$ cat config.mk
export PLATFORM = sky130hd
export DESIGN_NAME = bounded_sorted_priority_queue_top_flat
export DESIGN_NICKNAME = d
export VERILOG_FILES = /design/src/hw/rtl/bsp_pkg.sv /design/src/hw/rtl/bsp_req_if.sv /design/src/hw/rtl/bsp_rsp_if.sv /design/src/hw/rtl/bsp_cell.sv /design/src/hw/rtl/bounded_sorted_priority_queue_top.sv /design/src/flat_wrapper.sv
export SDC_FILE = /design/constraint.sdc
export NUM_CORES = 1
export LEC_CHECK = 0
export BUFFER_PORTS_ARGS = -buffer_cell sky130_fd_sc_hd__buf_2
export CELL_PAD_IN_SITES_DETAIL_PLACEMENT = 0
export CELL_PAD_IN_SITES_GLOBAL_PLACEMENT = 1
export CORE_MARGIN = 2
export CORE_UTILIZATION = 54
export DETAILED_ROUTE_END_ITERATION = 6
export GPL_ROUTABILITY_DRIVEN = 0
export PLACE_DENSITY = 0.95
export SYNTH_ARGS = -nofsm -noshare
export SYNTH_HDL_FRONTEND = slang
export SYNTH_HIERARCHICAL = 1
export SYNTH_SLANG_ARGS = --single-unit
$ cat constraint.sdc
create_clock -name clk -period 10.5 [get_ports clk]
set_input_delay 1.05 -clock clk [delete_from_list [all_inputs] [get_ports clk]]
set_output_delay 1.05 -clock clk [all_outputs]
set_load 0.005 [all_outputs]
$ cat src/hw/rtl/bsp_pkg.sv
package bsp_pkg;

	// Storage geometry
	localparam int CAPACITY     = 8;
	localparam int KEY_BITS     = 40;
	localparam int PAYLOAD_BITS = 16;
	localparam int CNT_W        = $clog2(CAPACITY + 1);

	// Fixed field widths on the channels
	localparam int OP_W        = 2;
	localparam int KEY_FIELD_W = 40;
	localparam int PAY_FIELD_W = 16;
	localparam int CNT_FIELD_W = 4;
	localparam int STATUS_W    = 2;

	typedef enum logic [OP_W-1:0] {
		OP_ENQUEUE = 2'd0,
		OP_DEQUEUE = 2'd1,
		OP_CLEAR   = 2'd2,
		OP_NONE    = 2'd3
	} op_t;

	typedef enum logic [STATUS_W-1:0] {
		ST_DONE  = 2'd0,
		ST_FULL  = 2'd1,
		ST_EMPTY = 2'd2
	} status_t;

	// What a cell loads at the next edge
	typedef enum logic [1:0] {
		ACT_HOLD       = 2'd0,
		ACT_LOAD_NEW   = 2'd1,
		ACT_TAKE_LEFT  = 2'd2,
		ACT_TAKE_RIGHT = 2'd3
	} cell_act_t;

	typedef struct packed {
		logic      en;
		cell_act_t act;
	} cell_ctl_t;

	typedef struct packed {
		logic [KEY_BITS-1:0]     key;
		logic [PAYLOAD_BITS-1:0] payload;
	} entry_t;

	typedef struct packed {
		status_t                status;
		logic                   removed_valid;
		logic [KEY_FIELD_W-1:0] removed_key;
		logic [PAY_FIELD_W-1:0] removed_payload;
		logic [CNT_FIELD_W-1:0] entry_count;
		logic                   is_full;
		logic                   is_empty;
	} result_t;

	// Field to stored width: truncate or zero-extend
	function automatic logic [KEY_BITS-1:0] key_from_field(logic [KEY_FIELD_W-1:0] f);
		logic [63:0] w;
		w = 64'(f);
		return w[KEY_BITS-1:0];
	endfunction

	function automatic logic [KEY_FIELD_W-1:0] key_to_field(logic [KEY_BITS-1:0] k);
		logic [63:0] w;
		w = 64'(k);
		return w[KEY_FIELD_W-1:0];
	endfunction

	function automatic logic [PAYLOAD_BITS-1:0] pay_from_field(logic [PAY_FIELD_W-1:0] f);
		logic [63:0] w;
		w = 64'(f);
		return w[PAYLOAD_BITS-1:0];
	endfunction

	function automatic logic [PAY_FIELD_W-1:0] pay_to_field(logic [PAYLOAD_BITS-1:0] p);
		logic [63:0] w;
		w = 64'(p);
		return w[PAY_FIELD_W-1:0];
	endfunction

	function automatic logic [CNT_FIELD_W-1:0] cnt_to_field(logic [CNT_W-1:0] c);
		logic [63:0] w;
		w = 64'(c);
		return w[CNT_FIELD_W-1:0];
	endfunction

endpackage

$ cat src/hw/rtl/bsp_req_if.sv
interface bsp_req_if;
	logic                            valid;
	logic                            ready;
	logic [bsp_pkg::OP_W-1:0]        op;
	logic [bsp_pkg::KEY_FIELD_W-1:0] entry_key;
	logic [bsp_pkg::PAY_FIELD_W-1:0] entry_payload;

	modport source (output valid, output op, output entry_key, output entry_payload,
		input ready);
	modport sink (input valid, input op, input entry_key, input entry_payload,
		output ready);
endinterface

$ cat src/hw/rtl/bsp_rsp_if.sv
interface bsp_rsp_if;
	logic                            valid;
	logic                            ready;
	logic [bsp_pkg::STATUS_W-1:0]    status;
	logic                            removed_valid;
	logic [bsp_pkg::KEY_FIELD_W-1:0] removed_key;
	logic [bsp_pkg::PAY_FIELD_W-1:0] removed_payload;
	logic [bsp_pkg::CNT_FIELD_W-1:0] entry_count;
	logic                            is_full;
	logic                            is_empty;

	modport source (output valid, output status, output removed_valid, output removed_key,
		output removed_payload, output entry_count, output is_full, output is_empty,
		input ready);
	modport sink (input valid, input status, input removed_valid, input removed_key,
		input removed_payload, input entry_count, input is_full, input is_empty,
		output ready);
endinterface

$ cat src/hw/rtl/bsp_cell.sv
module bsp_cell (
	input  logic               clk,
	input  bsp_pkg::cell_ctl_t ctl,
	input  bsp_pkg::entry_t    new_entry,
	input  bsp_pkg::entry_t    left_entry,
	input  bsp_pkg::entry_t    right_entry,
	output bsp_pkg::entry_t    entry,
	output logic               le
);

	bsp_pkg::entry_t entry_q;

	// Compare the held key against the incoming one
	assign le    = entry_q.key <= new_entry.key;
	assign entry = entry_q;

	// Hold, take the new word, or shift from a neighbor
	always_ff @(posedge clk) begin
		if (ctl.en) begin
			case (ctl.act)
				bsp_pkg::ACT_HOLD:       entry_q <= entry_q;
				bsp_pkg::ACT_LOAD_NEW:   entry_q <= new_entry;
				bsp_pkg::ACT_TAKE_LEFT:  entry_q <= left_entry;
				bsp_pkg::ACT_TAKE_RIGHT: entry_q <= right_entry;
				default:                 entry_q <= entry_q;
			endcase
		end
	end

endmodule

$ cat src/hw/rtl/bounded_sorted_priority_queue_top.sv
// Sorted priority queue of bsp_pkg::CAPACITY entries held in a row of compare-and-shift
// cells, smallest key in cell 0; equal keys leave in arrival order. Each request word
// (enqueue, dequeue, clear) is taken and its response word appears in the output
// register at the next edge, so the block sustains one request per cycle while the
// receiver keeps taking responses: every cell compares its key with the new one and
// shifts at that same edge. A request is held back only while a response waits untaken.
// Slot contents are not reset; only the entry count and the response valid flag are.
module bounded_sorted_priority_queue_top (
	input  logic clk,
	input  logic arst_n,
	bsp_req_if.sink   req,
	bsp_rsp_if.source rsp
);

	localparam int CAP = bsp_pkg::CAPACITY;
	localparam int CW  = bsp_pkg::CNT_W;

	logic [CW-1:0]      count_q;
	logic [CW-1:0]      count_next;
	logic               rsp_valid_q;
	bsp_pkg::result_t   rsp_q;
	bsp_pkg::result_t   result;
	bsp_pkg::entry_t    new_entry;
	bsp_pkg::entry_t    cell_entry [CAP];
	bsp_pkg::cell_ctl_t cell_ctl   [CAP];
	logic [CAP-1:0]     cell_le;
	logic [CAP-1:0]     stay;
	logic [CAP-1:0]     stay_prev;
	logic               accept;
	logic               enq_ok;
	logic               deq_ok;
	bsp_pkg::op_t       op;

	assign op        = bsp_pkg::op_t'(req.op);
	assign req.ready = !rsp_valid_q || rsp.ready;
	assign accept    = req.valid && req.ready;
	assign enq_ok    = (op == bsp_pkg::OP_ENQUEUE) && (count_q < CW'(CAP));
	assign deq_ok    = (op == bsp_pkg::OP_DEQUEUE) && (count_q != '0);

	assign new_entry.key     = bsp_pkg::key_from_field(req.entry_key);
	assign new_entry.payload = bsp_pkg::pay_from_field(req.entry_payload);

	// Decide per cell: occupied cells with key <= new hold, the first other takes
	// the new word, the rest shift right; dequeue shifts everything left
	always_comb begin
		for (int i = 0; i < CAP; i++) begin
			stay[i] = (CW'(i) < count_q) && cell_le[i];
		end
		stay_prev[0] = 1'b1;
		for (int i = 1; i < CAP; i++) begin
			stay_prev[i] = stay[i-1];
		end
		for (int i = 0; i < CAP; i++) begin
			cell_ctl[i].en = accept && (enq_ok || deq_ok);
			if (deq_ok) begin
				cell_ctl[i].act = bsp_pkg::ACT_TAKE_RIGHT;
			end else if (stay[i]) begin
				cell_ctl[i].act = bsp_pkg::ACT_HOLD;
			end else if (stay_prev[i]) begin
				cell_ctl[i].act = bsp_pkg::ACT_LOAD_NEW;
			end else begin
				cell_ctl[i].act = bsp_pkg::ACT_TAKE_LEFT;
			end
		end
	end

	// Row of cells with neighbor links
	for (genvar g = 0; g < CAP; g++) begin : g_cell
		bsp_pkg::entry_t left_entry;
		bsp_pkg::entry_t right_entry;

		if (g == 0) begin : g_first
			assign left_entry = new_entry;
		end else begin : g_mid
			assign left_entry = cell_entry[g-1];
		end
		if (g == CAP - 1) begin : g_last
			assign right_entry = cell_entry[g];
		end else begin : g_inner
			assign right_entry = cell_entry[g+1];
		end

		bsp_cell u_cell (
			.clk         (clk),
			.ctl         (cell_ctl[g]),
			.new_entry   (new_entry),
			.left_entry  (left_entry),
			.right_entry (right_entry),
			.entry       (cell_entry[g]),
			.le          (cell_le[g])
		);
	end

	// Build the response word and the next count
	always_comb begin
		count_next             = count_q;
		result.status          = bsp_pkg::ST_DONE;
		result.removed_valid   = 1'b0;
		result.removed_key     = '0;
		result.removed_payload = '0;
		case (op)
			bsp_pkg::OP_ENQUEUE: begin
				if (enq_ok) begin
					count_next = count_q + CW'(1);
				end else begin
					result.status = bsp_pkg::ST_FULL;
				end
			end
			bsp_pkg::OP_DEQUEUE: begin
				if (deq_ok) begin
					count_next             = count_q - CW'(1);
					result.removed_valid   = 1'b1;
					result.removed_key     = bsp_pkg::key_to_field(cell_entry[0].key);
					result.removed_payload = bsp_pkg::pay_to_field(cell_entry[0].payload);
				end else begin
					result.status = bsp_pkg::ST_EMPTY;
				end
			end
			bsp_pkg::OP_CLEAR: count_next = '0;
			default:           count_next = count_q;
		endcase
		result.entry_count = bsp_pkg::cnt_to_field(count_next);
		result.is_full     = count_next == CW'(CAP);
		result.is_empty    = count_next == '0;
	end

	// Advance the count and the response valid flag
	always_ff @(posedge clk or negedge arst_n) begin
		if (!arst_n) begin
			count_q     <= '0;
			rsp_valid_q <= 1'b0;
		end else begin
			if (accept) begin
				count_q     <= count_next;
				rsp_valid_q <= 1'b1;
			end else if (rsp.ready) begin
				rsp_valid_q <= 1'b0;
			end
		end
	end

	// Capture the response word
	always_ff @(posedge clk) begin
		if (accept) begin
			rsp_q <= result;
		end
	end

	assign rsp.valid           = rsp_valid_q;
	assign rsp.status          = rsp_q.status;
	assign rsp.removed_valid   = rsp_q.removed_valid;
	assign rsp.removed_key     = rsp_q.removed_key;
	assign rsp.removed_payload = rsp_q.removed_payload;
	assign rsp.entry_count     = rsp_q.entry_count;
	assign rsp.is_full         = rsp_q.is_full;
	assign rsp.is_empty        = rsp_q.is_empty;

`ifndef ASSERT_OFF
	a_count_bound: assert property (@(posedge clk) disable iff (!arst_n)
		count_q <= CW'(CAP))
		else $error("entry count above capacity");

	a_accept_gives_rsp: assert property (@(posedge clk) disable iff (!arst_n)
		accept |=> rsp_valid_q)
		else $error("accepted request without response");

	a_full_reject: assert property (@(posedge clk) disable iff (!arst_n)
		accept && (op == bsp_pkg::OP_ENQUEUE) && (count_q == CW'(CAP)) |=>
		(rsp_q.status == bsp_pkg::ST_FULL) && $stable(count_q))
		else $error("enqueue on full queue not rejected");

	a_removed_done: assert property (@(posedge clk) disable iff (!arst_n)
		rsp_valid_q && rsp_q.removed_valid |-> (rsp_q.status == bsp_pkg::ST_DONE) &&
		!rsp_q.is_full)
		else $error("removed entry with bad status");
`endif

endmodule

$ cat src/flat_wrapper.sv
// flat-port wrapper written by rule: the top's interface ports become plain ports
module bounded_sorted_priority_queue_top_flat 
  (clk, arst_n, req_valid, req_op, req_entry_key, req_entry_payload, req_ready, rsp_valid, rsp_status, rsp_removed_valid, rsp_removed_key, rsp_removed_payload, rsp_entry_count, rsp_is_full, rsp_is_empty, rsp_ready);
  bsp_req_if req_i ();
  bsp_rsp_if rsp_i ();
  input  logic clk;
  input  logic arst_n;
  input wire logic [$bits(req_i.valid)-1:0] req_valid;
  input wire logic [$bits(req_i.op)-1:0] req_op;
  input wire logic [$bits(req_i.entry_key)-1:0] req_entry_key;
  input wire logic [$bits(req_i.entry_payload)-1:0] req_entry_payload;
  output wire logic [$bits(req_i.ready)-1:0] req_ready;
  output wire logic [$bits(rsp_i.valid)-1:0] rsp_valid;
  output wire logic [$bits(rsp_i.status)-1:0] rsp_status;
  output wire logic [$bits(rsp_i.removed_valid)-1:0] rsp_removed_valid;
  output wire logic [$bits(rsp_i.removed_key)-1:0] rsp_removed_key;
  output wire logic [$bits(rsp_i.removed_payload)-1:0] rsp_removed_payload;
  output wire logic [$bits(rsp_i.entry_count)-1:0] rsp_entry_count;
  output wire logic [$bits(rsp_i.is_full)-1:0] rsp_is_full;
  output wire logic [$bits(rsp_i.is_empty)-1:0] rsp_is_empty;
  input wire logic [$bits(rsp_i.ready)-1:0] rsp_ready;
  assign req_i.valid = req_valid;
  assign req_i.op = req_op;
  assign req_i.entry_key = req_entry_key;
  assign req_i.entry_payload = req_entry_payload;
  assign req_ready = req_i.ready;
  assign rsp_valid = rsp_i.valid;
  assign rsp_status = rsp_i.status;
  assign rsp_removed_valid = rsp_i.removed_valid;
  assign rsp_removed_key = rsp_i.removed_key;
  assign rsp_removed_payload = rsp_i.removed_payload;
  assign rsp_entry_count = rsp_i.entry_count;
  assign rsp_is_full = rsp_i.is_full;
  assign rsp_is_empty = rsp_i.is_empty;
  assign rsp_i.ready = rsp_ready;
  bounded_sorted_priority_queue_top u_core (.clk(clk), .arst_n(arst_n), .req(req_i), .rsp(rsp_i));
endmodule
==> results of run 1 <==
[cell type report]
cell class | count | area [sq um]
Antenna cell | 1 | 2.50
Clock buffer | 66 | 1480
Clock inverter | 38 | 420
Fill cell | 5158 | 24800
Inverter | 346 | 1300
Multi-Input combinational cell | 2304 | 16500
Sequential cell | 518 | 15500
Tap cell | 837 | 1050
Timing Repair Buffer | 157 | 858
[critical path, stage by stage]
cell and delay (ns):
buf_2 0.31, inv_1 0.08, ha_1 0.31, nand4_1 0.15, nor3_1 0.50, inv_1 0.08, nor4_1 0.65, mux2i_1 0.17
o21ai_1 0.14, o21ai_0 0.21, o21ai_4 0.78, buf_4 0.82, o21a_4 0.93
[logic make-up (layout without fill, tap and decap cells)]
kind of cell | count (synthesis) | count (layout)
simple gates | 769 | 769
compound gates | 752 | 752
buf+inv | 527 | 607
flops | 518 | 518
mux | 459 | 459
fa+ha+maj | 324 | 324
other cells | 0 | 1
[power breakdown]
| part | switching, mW | internal, mW |
|---|---|---|
| registers | 0.353 | 3.24 |
| clock network | 0.858 | 1.23 |
| logic | 3.24 | 1.87 |
| total | 4.46 | 6.33 |
[through the flow]
| step | utilization (%) | hold WS, ns | area [sq um] | power (mW) | instances |
|---|---|---|---|---|---|
| 6_report | 59.9 | 0.263 | 37100 | 10.8 | 4267 |
| 2_1_floorplan | - | 0.547 | 34000 | 7.27 | 3349 |
| 4_1_cts | 59.9 | 0.243 | 37100 | 10.7 | 4266 |
| 5_1_grt | 59.9 | 0.251 | 37100 | 11.3 | 4267 |
| 3_3_place_gp | 56.8 | 0.581 | 35200 | 8.43 | 4162 |
| 3_5_place_dp | 56.8 | 0.573 | 35200 | 8.60 | 4162 |
[cell usage after synthesis, drive strengths merged, types with 2 or more instances]
cell type,number
a221o,9
ha,323
nor3b,2
and2,3
nand4,80
nand3,36
clkbuf,78
nand2b,3
inv,346
or2,2
nor2,465
mux2i,457
o211ai,12
nor4,17
a2111oi,9
nor2b,9
dfrtp,5
a21oi,583
nor3,36
and3,56
o21ai,69
edfxtp,513
nand2,54
buf,103
mux2,2
a211oi,10
a21o,42
o221ai,2
o21a,10
[state kept, by name, indices dropped and copies added, names as in the netlist]
name	flops
u_core/rsp.removed_payload	16
u_core/rsp.is_empty	1
u_core/rsp.removed_key	40
u_core/rsp.removed_valid	1
u_core/g_cell.u_cell/entry	448
u_core/count_q	4
u_core/rsp.is_full	1
u_core/rsp.entry_count	4
u_core/rsp.status	2
u_core/rsp.valid	1
[how the worst min path moves through the flow]
| stage | start | end | slack (ns) |
|---|---|---|---|
| after floorplan | u_core/g_cell[0].u_cell/entry[0]$_DFFE_PP_ | u_core/rsp.removed_payload[0]$_SDFFCE_PN0P_ | 0.55 |
| after global placement | u_core/g_cell[0].u_cell/entry[8]$_DFFE_PP_ | u_core/rsp.removed_payload[8]$_SDFFCE_PN0P_ | 0.58 |
| after detailed placement | u_core/g_cell[0].u_cell/entry[8]$_DFFE_PP_ | u_core/rsp.removed_payload[8]$_SDFFCE_PN0P_ | 0.57 |
| after CTS | arst_n | u_core/count_q[2]$_DFFE_PN0P_ | 0.24 |
| after global routing | arst_n | u_core/count_q[1]$_DFFE_PN0P_ | 0.25 |
| final | arst_n | u_core/count_q[2]$_DFFE_PN0P_ | 0.26 |
[routing by layer]
layer	global-route usage [%]	vias up
met4	10.6	0
met1	40.2	12200
li1	-	12300
met3	4.58	213
met2	49.3	1240
met5	0	-
==> flow_metrics.py, run 1 <==
metrics = {
    "timing": {
        "hold_viol": 0,
        "skew_ns": 0.0369,
        "finalSetupTns_ns": 0,
        "rsz0062_at_grt": "false",
        "fin_crit_sh_pct": 57.6,
        "slew_headroom_pct": 16.3,
        "setup_viol_count_final": 0,
        "period_needed_ns": 6.05,
        "slew_violations": 0,
        "fin_ws_ns": 4.45,
        "timing.fmax_mhz": 165,
        "tightest_slew_ns": 1.24,
    },
    "setup_path": {
        "r2r_cells": 11,
        "cp-startpoint": "req_entry_key[18]",
        "worstSetupPathType": "in -> reg",
        "critPathCaptureType": "flop",
        "cp_max_fo": 56,
        "cp_data_required_time_ns": 10.72,
        "crit_end": "u_core/g_cell[2].u_cell/entry[44]$_DFFE_PP_",
        "start_kind": "input pin",
        "cp.arrival_ns": 6.27,
        "r2r_slack_ns": 4.80,
        "r2r_start": "u_core/g_cell[1].u_cell/entry[35]$_DFFE_PP_",
        "reg2reg_to": "u_core/g_cell[2].u_cell/entry[44]$_DFFE_PP_",
    },
    "synth": {
        "async_flop_share_pct": 0.965,
        "synth_top_family_by_area": "multiplexers",
        "synthMuxAreaShare_pct": 13.5,
        "synth_edf_count": 513,
        "synthAdderAreaFrac_pct": 11.9,
        "synthesis.area_sq_um": 34000,
        "synth_seq_area_share_pct": 45.7,
        "synth-compound-area-share_pct": 12.1,
        "syn_inst": 3349,
        "synth_ff_type": "edfxtp_1",
        "synth_xor_area_share_pct": 0,
        "syn-num-nets": 3734,
        "syn_avg_cell_area_sq_um": 10.1,
        "synth.top_cells.by_area": "edfxtp_1 (45%), mux2i_1 (13%), ha_1 (12%), a21oi_1 (8.5%), nor2_1 (5.1%)",
        "synth-seq-cells": 518,
        "ys_types": 54,
        "synthSimpleGateAreaFrac_pct": 10.3,
        "synthDominantCellAreaShare_pct": 45.4,
        "yosys.area.top_type": "edfxtp_1",
        "yosysWarnings": 6,
    },
    "route": {
        "wl_met2_microns": 45200,
        "wl_microns": 97800,
        "route.detailed.drc": 0,
        "drtAntennaViolNets": 0,
        "initialDrtViolationCount": 2730,
        "wl_per_cell_microns": 22.9,
        "met1Wirelength_microns": 40300,
        "top_layer_used": "met4",
        "vias": 25900,
        "first_pass_iters": 6,
        "wl_met3_microns": 8600,
        "avgViaCountPerCell": 6.08,
    },
    "final_layout": {
        "layout_commonest_cell": "a21oi_1",
        "drive_above_1_share_pct": 8.69,
        "mostFrequentLayoutCells": "a21oi_1 (574), edfxtp_1 (513), nor2_1 (464)",
        "layout.nets": 3769,
        "area_growth_pct": 9.25,
    },
    "placed_design": {
        "numPortBuffers": 128,
        "dp_hpwl_microns": 63500,
        "dp_slack_ns": 3.94,
    },
    "power": {
        "power.leakage_nw": 15.6,
        "power_density_nw_per_um2": 291,
        "ir_worst_vdd_v": 0.000417,
    },
    "clocking": {
        "insertion_delay_ns": 0.64,
        "cts_sinks": 518,
        "hold_buffers": 0,
        "clkTransAtPathRegs_ns": 0.06,
        "cts_buffers": 57,
        "cts_resized": 0,
        "cts_root_buf": "clkbuf_16",
        "cts_tree": "done",
        "clk_path_buf_depth": 3,
        "cts-htree-levels": 2,
        "cts_setup_buffers": 0,
    },
    "floorplan": {
        "row_count": 91,
        "dieArea_sq_um": 64900,
        "dieWidth_microns": 255,
        "die_h_microns": 255,
        "coreArea_sq_um": 61900,
        "start_util_pct": 54.8,
        "ios": 129,
    },
    "grt": {
        "grt_pass1_wl_microns": 147000,
        "gr-total-overflow": 0,
        "grt_pass1_vias": 24600,
        "antenna_found_initial": 1,
        "globalRouteTotalUtil_pct": 29.9,
        "grt_max_degree": 89,
    },
    "run_status": {
        "status": "completed",
    },
    "run": {
        "maxCapViolations": 0,
    },
    "worst_hold_path": {
        "hold_class": "in -> async",
    },
}
(Power assumes the default switching activity.)
==> run 2: changes to the inputs <==
CORE_UTILIZATION = 50   (was 54)
PLACE_DENSITY = 0.92   (was 0.95)
clock period = 5.65 ns   (was 10.5 ns; I/O delays follow)
==> flow_metrics.py, run 2 (synthesized netlist as in run 1, its figures left out) <==
metrics = {
    "run_status": {
        "status": "completed",
    },
    "final_layout": {
        "final_util_pct": 55.9,
        "layout_commonest_cell": "a21oi_1",
        "fillCellCount": 5709,
        "final_cell_count_no_fill": 4334,
        "seq_area_sq_um": 15500,
        "largest_register_ffs": 448,
        "mostFrequentLayoutCells": "a21oi_1 (574), edfxtp_1 (513), nor2_1 (464)",
        "finalInstanceArea_sq_um": 37600,
        "layout.nets": 3797,
        "drive_above_1_share_pct": 9.19,
        "multi_input_area_sq_um": 16500,
        "area_growth_pct": 10.6,
    },
    "route": {
        "first_pass_iters": 6,
        "drtAntennaViolNets": 0,
        "vias": 26100,
        "wl_microns": 100000,
        "initialDrtViolationCount": 2877,
        "avgViaCountPerCell": 6.02,
        "route.detailed.drc": 0,
        "wl_per_cell_microns": 23.1,
    },
    "timing": {
        "tightest_slew_ns": 1.07,
        "finalSetupTns_ns": 0,
        "timing.fmax_mhz": 224,
        "hold_viol": 0,
        "fin_ws_ns": 1.18,
        "slew_violations": 0,
        "slew_headroom_pct": 26.8,
        "worst_hold_slack_ns": 0.204,
        "fin_crit_sh_pct": 79.2,
        "skew_ns": 0.0240,
        "period_needed_ns": 4.47,
        "setup_viol_count_final": 0,
        "rsz0062_at_grt": "false",
    },
    "clocking": {
        "cts_resized": 0,
        "cts-htree-levels": 2,
        "cts_root_buf": "clkbuf_16",
        "clkTransAtPathRegs_ns": 0.06,
        "cts_tree": "done",
        "insertion_delay_ns": 0.64,
        "clk_path_buf_depth": 3,
        "cts_buffers": 57,
        "cts_sinks": 518,
    },
    "floorplan": {
        "dieWidth_microns": 265,
        "die_h_microns": 265,
        "dieArea_sq_um": 70000,
        "coreArea_sq_um": 67200,
        "ios": 129,
        "row_count": 95,
        "start_util_pct": 50.6,
    },
    "placed_design": {
        "dpl_cell_area_sq_um": 35700,
        "numPortBuffers": 128,
        "place_inst": 4224,
        "dp_slack_ns": 0.740,
        "dp_hpwl_microns": 65000,
    },
    "setup_path": {
        "r2r_slack_ns": 1.18,
        "cp_max_fo": 26,
        "cp.arrival_ns": 4.83,
        "cp_data_required_time_ns": 6.00,
        "start_kind": "flop",
        "cp-startpoint": "u_core/g_cell[3].u_cell/entry[29]$_DFFE_PP_",
        "r2r_cells": 12,
        "critPathCaptureType": "flop",
        "r2r_start": "u_core/g_cell[3].u_cell/entry[29]$_DFFE_PP_",
        "reg2reg_to": "u_core/g_cell[4].u_cell/entry[32]$_DFFE_PP_",
        "worstSetupPathType": "reg -> reg",
    },
    "worst_hold_path": {
        "holdPathStages": 2,
        "hold_class": "in -> reg",
        "min-delay-start": "req_valid",
        "holdPathEnd": "u_core/rsp.valid$_DFFE_PN0P_",
    },
    "grt": {
        "grt_pass1_vias": 25100,
        "antenna_found_initial": 1,
        "globalRouteTotalUtil_pct": 28.0,
        "gr-total-overflow": 0,
        "grt_max_degree": 113,
        "grt_pass1_wl_microns": 151000,
    },
    "power": {
        "power_density_nw_per_um2": 540,
        "seqPwrFrac_pct": 32.8,
        "power.share.switching_pct": 41.7,
        "power.total_mw": 20.3,
        "power.leakage_nw": 15.8,
        "p_int_mw": 11.8,
        "combPwrFrac_pct": 48.7,
        "p_sw_mw": 8.45,
        "ir_worst_vdd_v": 0.000794,
        "pwr-share-clk_pct": 18.5,
    },
    "run": {
        "maxCapViolations": 0,
    },
}
[run 2: cell types whose count changed in the layout (fill, tap and decap cells not counted), moves of 2 or more]
| cell | previous run | this run |
|---|---|---|
| buf_12 | 0 | 23 |
| clkinv_1 | 11 | 18 |
| clkinv_2 | 16 | 12 |
| buf_4 | 29 | 32 |
| bufinv_16 | 9 | 6 |
| clkbuf_1 | 8 | 11 |
| inv_6 | 0 | 2 |
[run 2: layer usage]
| metal | vias up | share of wire [%] | GRT usage [%] |
|---|---|---|---|
| met5 | - | 0 | 0 |
| met4 | 0 | 4.4 | 11.9 |
| met3 | 247 | 8.1 | 4.00 |
| met2 | 1163 | 46 | 45.7 |
| met1 | 12400 | 41 | 37.4 |
| li1 | 12300 | - | - |
[run 2: how the worst max path moves through the flow]
| stage | cells past startpoint | end |
|---|---|---|
| global route | 12 | u_core/g_cell[4].u_cell/entry[38]$_DFFE_PP_ |
| CTS | 11 | u_core/g_cell[3].u_cell/entry[23]$_DFFE_PP_ |
| floorplan | 9 | u_core/g_cell[0].u_cell/entry[0]$_DFFE_PP_ |
| detailed placement | 13 | u_core/g_cell[3].u_cell/entry[33]$_DFFE_PP_ |
| global placement | 13 | u_core/g_cell[3].u_cell/entry[33]$_DFFE_PP_ |
| finish | 12 | u_core/g_cell[4].u_cell/entry[32]$_DFFE_PP_ |
[run 2: final cells by class]
type                    count  share of cell area (%)
multi-input cells        2304                    43.8
flip-flops and latches    518                    41.3
clock buffers              68                    3.91
repair buffers            185                    3.61
inverters                 346                    3.47
well taps                 873                    2.91
clock inverters            39                   0.929
diodes                      1                 0.00666
[run 2: power by group through the flow]
stage	Sequential [mW]	Combinational, mW	Clock, mW
after detailed placement	6.71	9.66	0
after floorplan	6.44	7.07	0
after global routing	6.73	10.6	3.93
after global placement	6.70	9.33	0
final	6.65	9.87	3.75
after CTS	6.64	9.69	3.79
[run 2: repair_timing]
action	4_1_cts	5_1_grt
hold endpoints to repair	5	0
hold buffers	1	0
buffers inserted	0	0
[run 2: worst max-delay path, cell delays in order (launching register included)]
cell and delay (ns):
edfxtp_1 0.44, ha_1 0.32, a21o_1 0.19, nand3_1 0.09, a21oi_1 0.08, a2111oi_0 0.70
o21ai_0 0.40, o21ai_1 0.63, a21oi_1 0.21, o22ai_4 0.19, buf_4 0.55, mux2i_1 0.28
a21oi_1 0.09
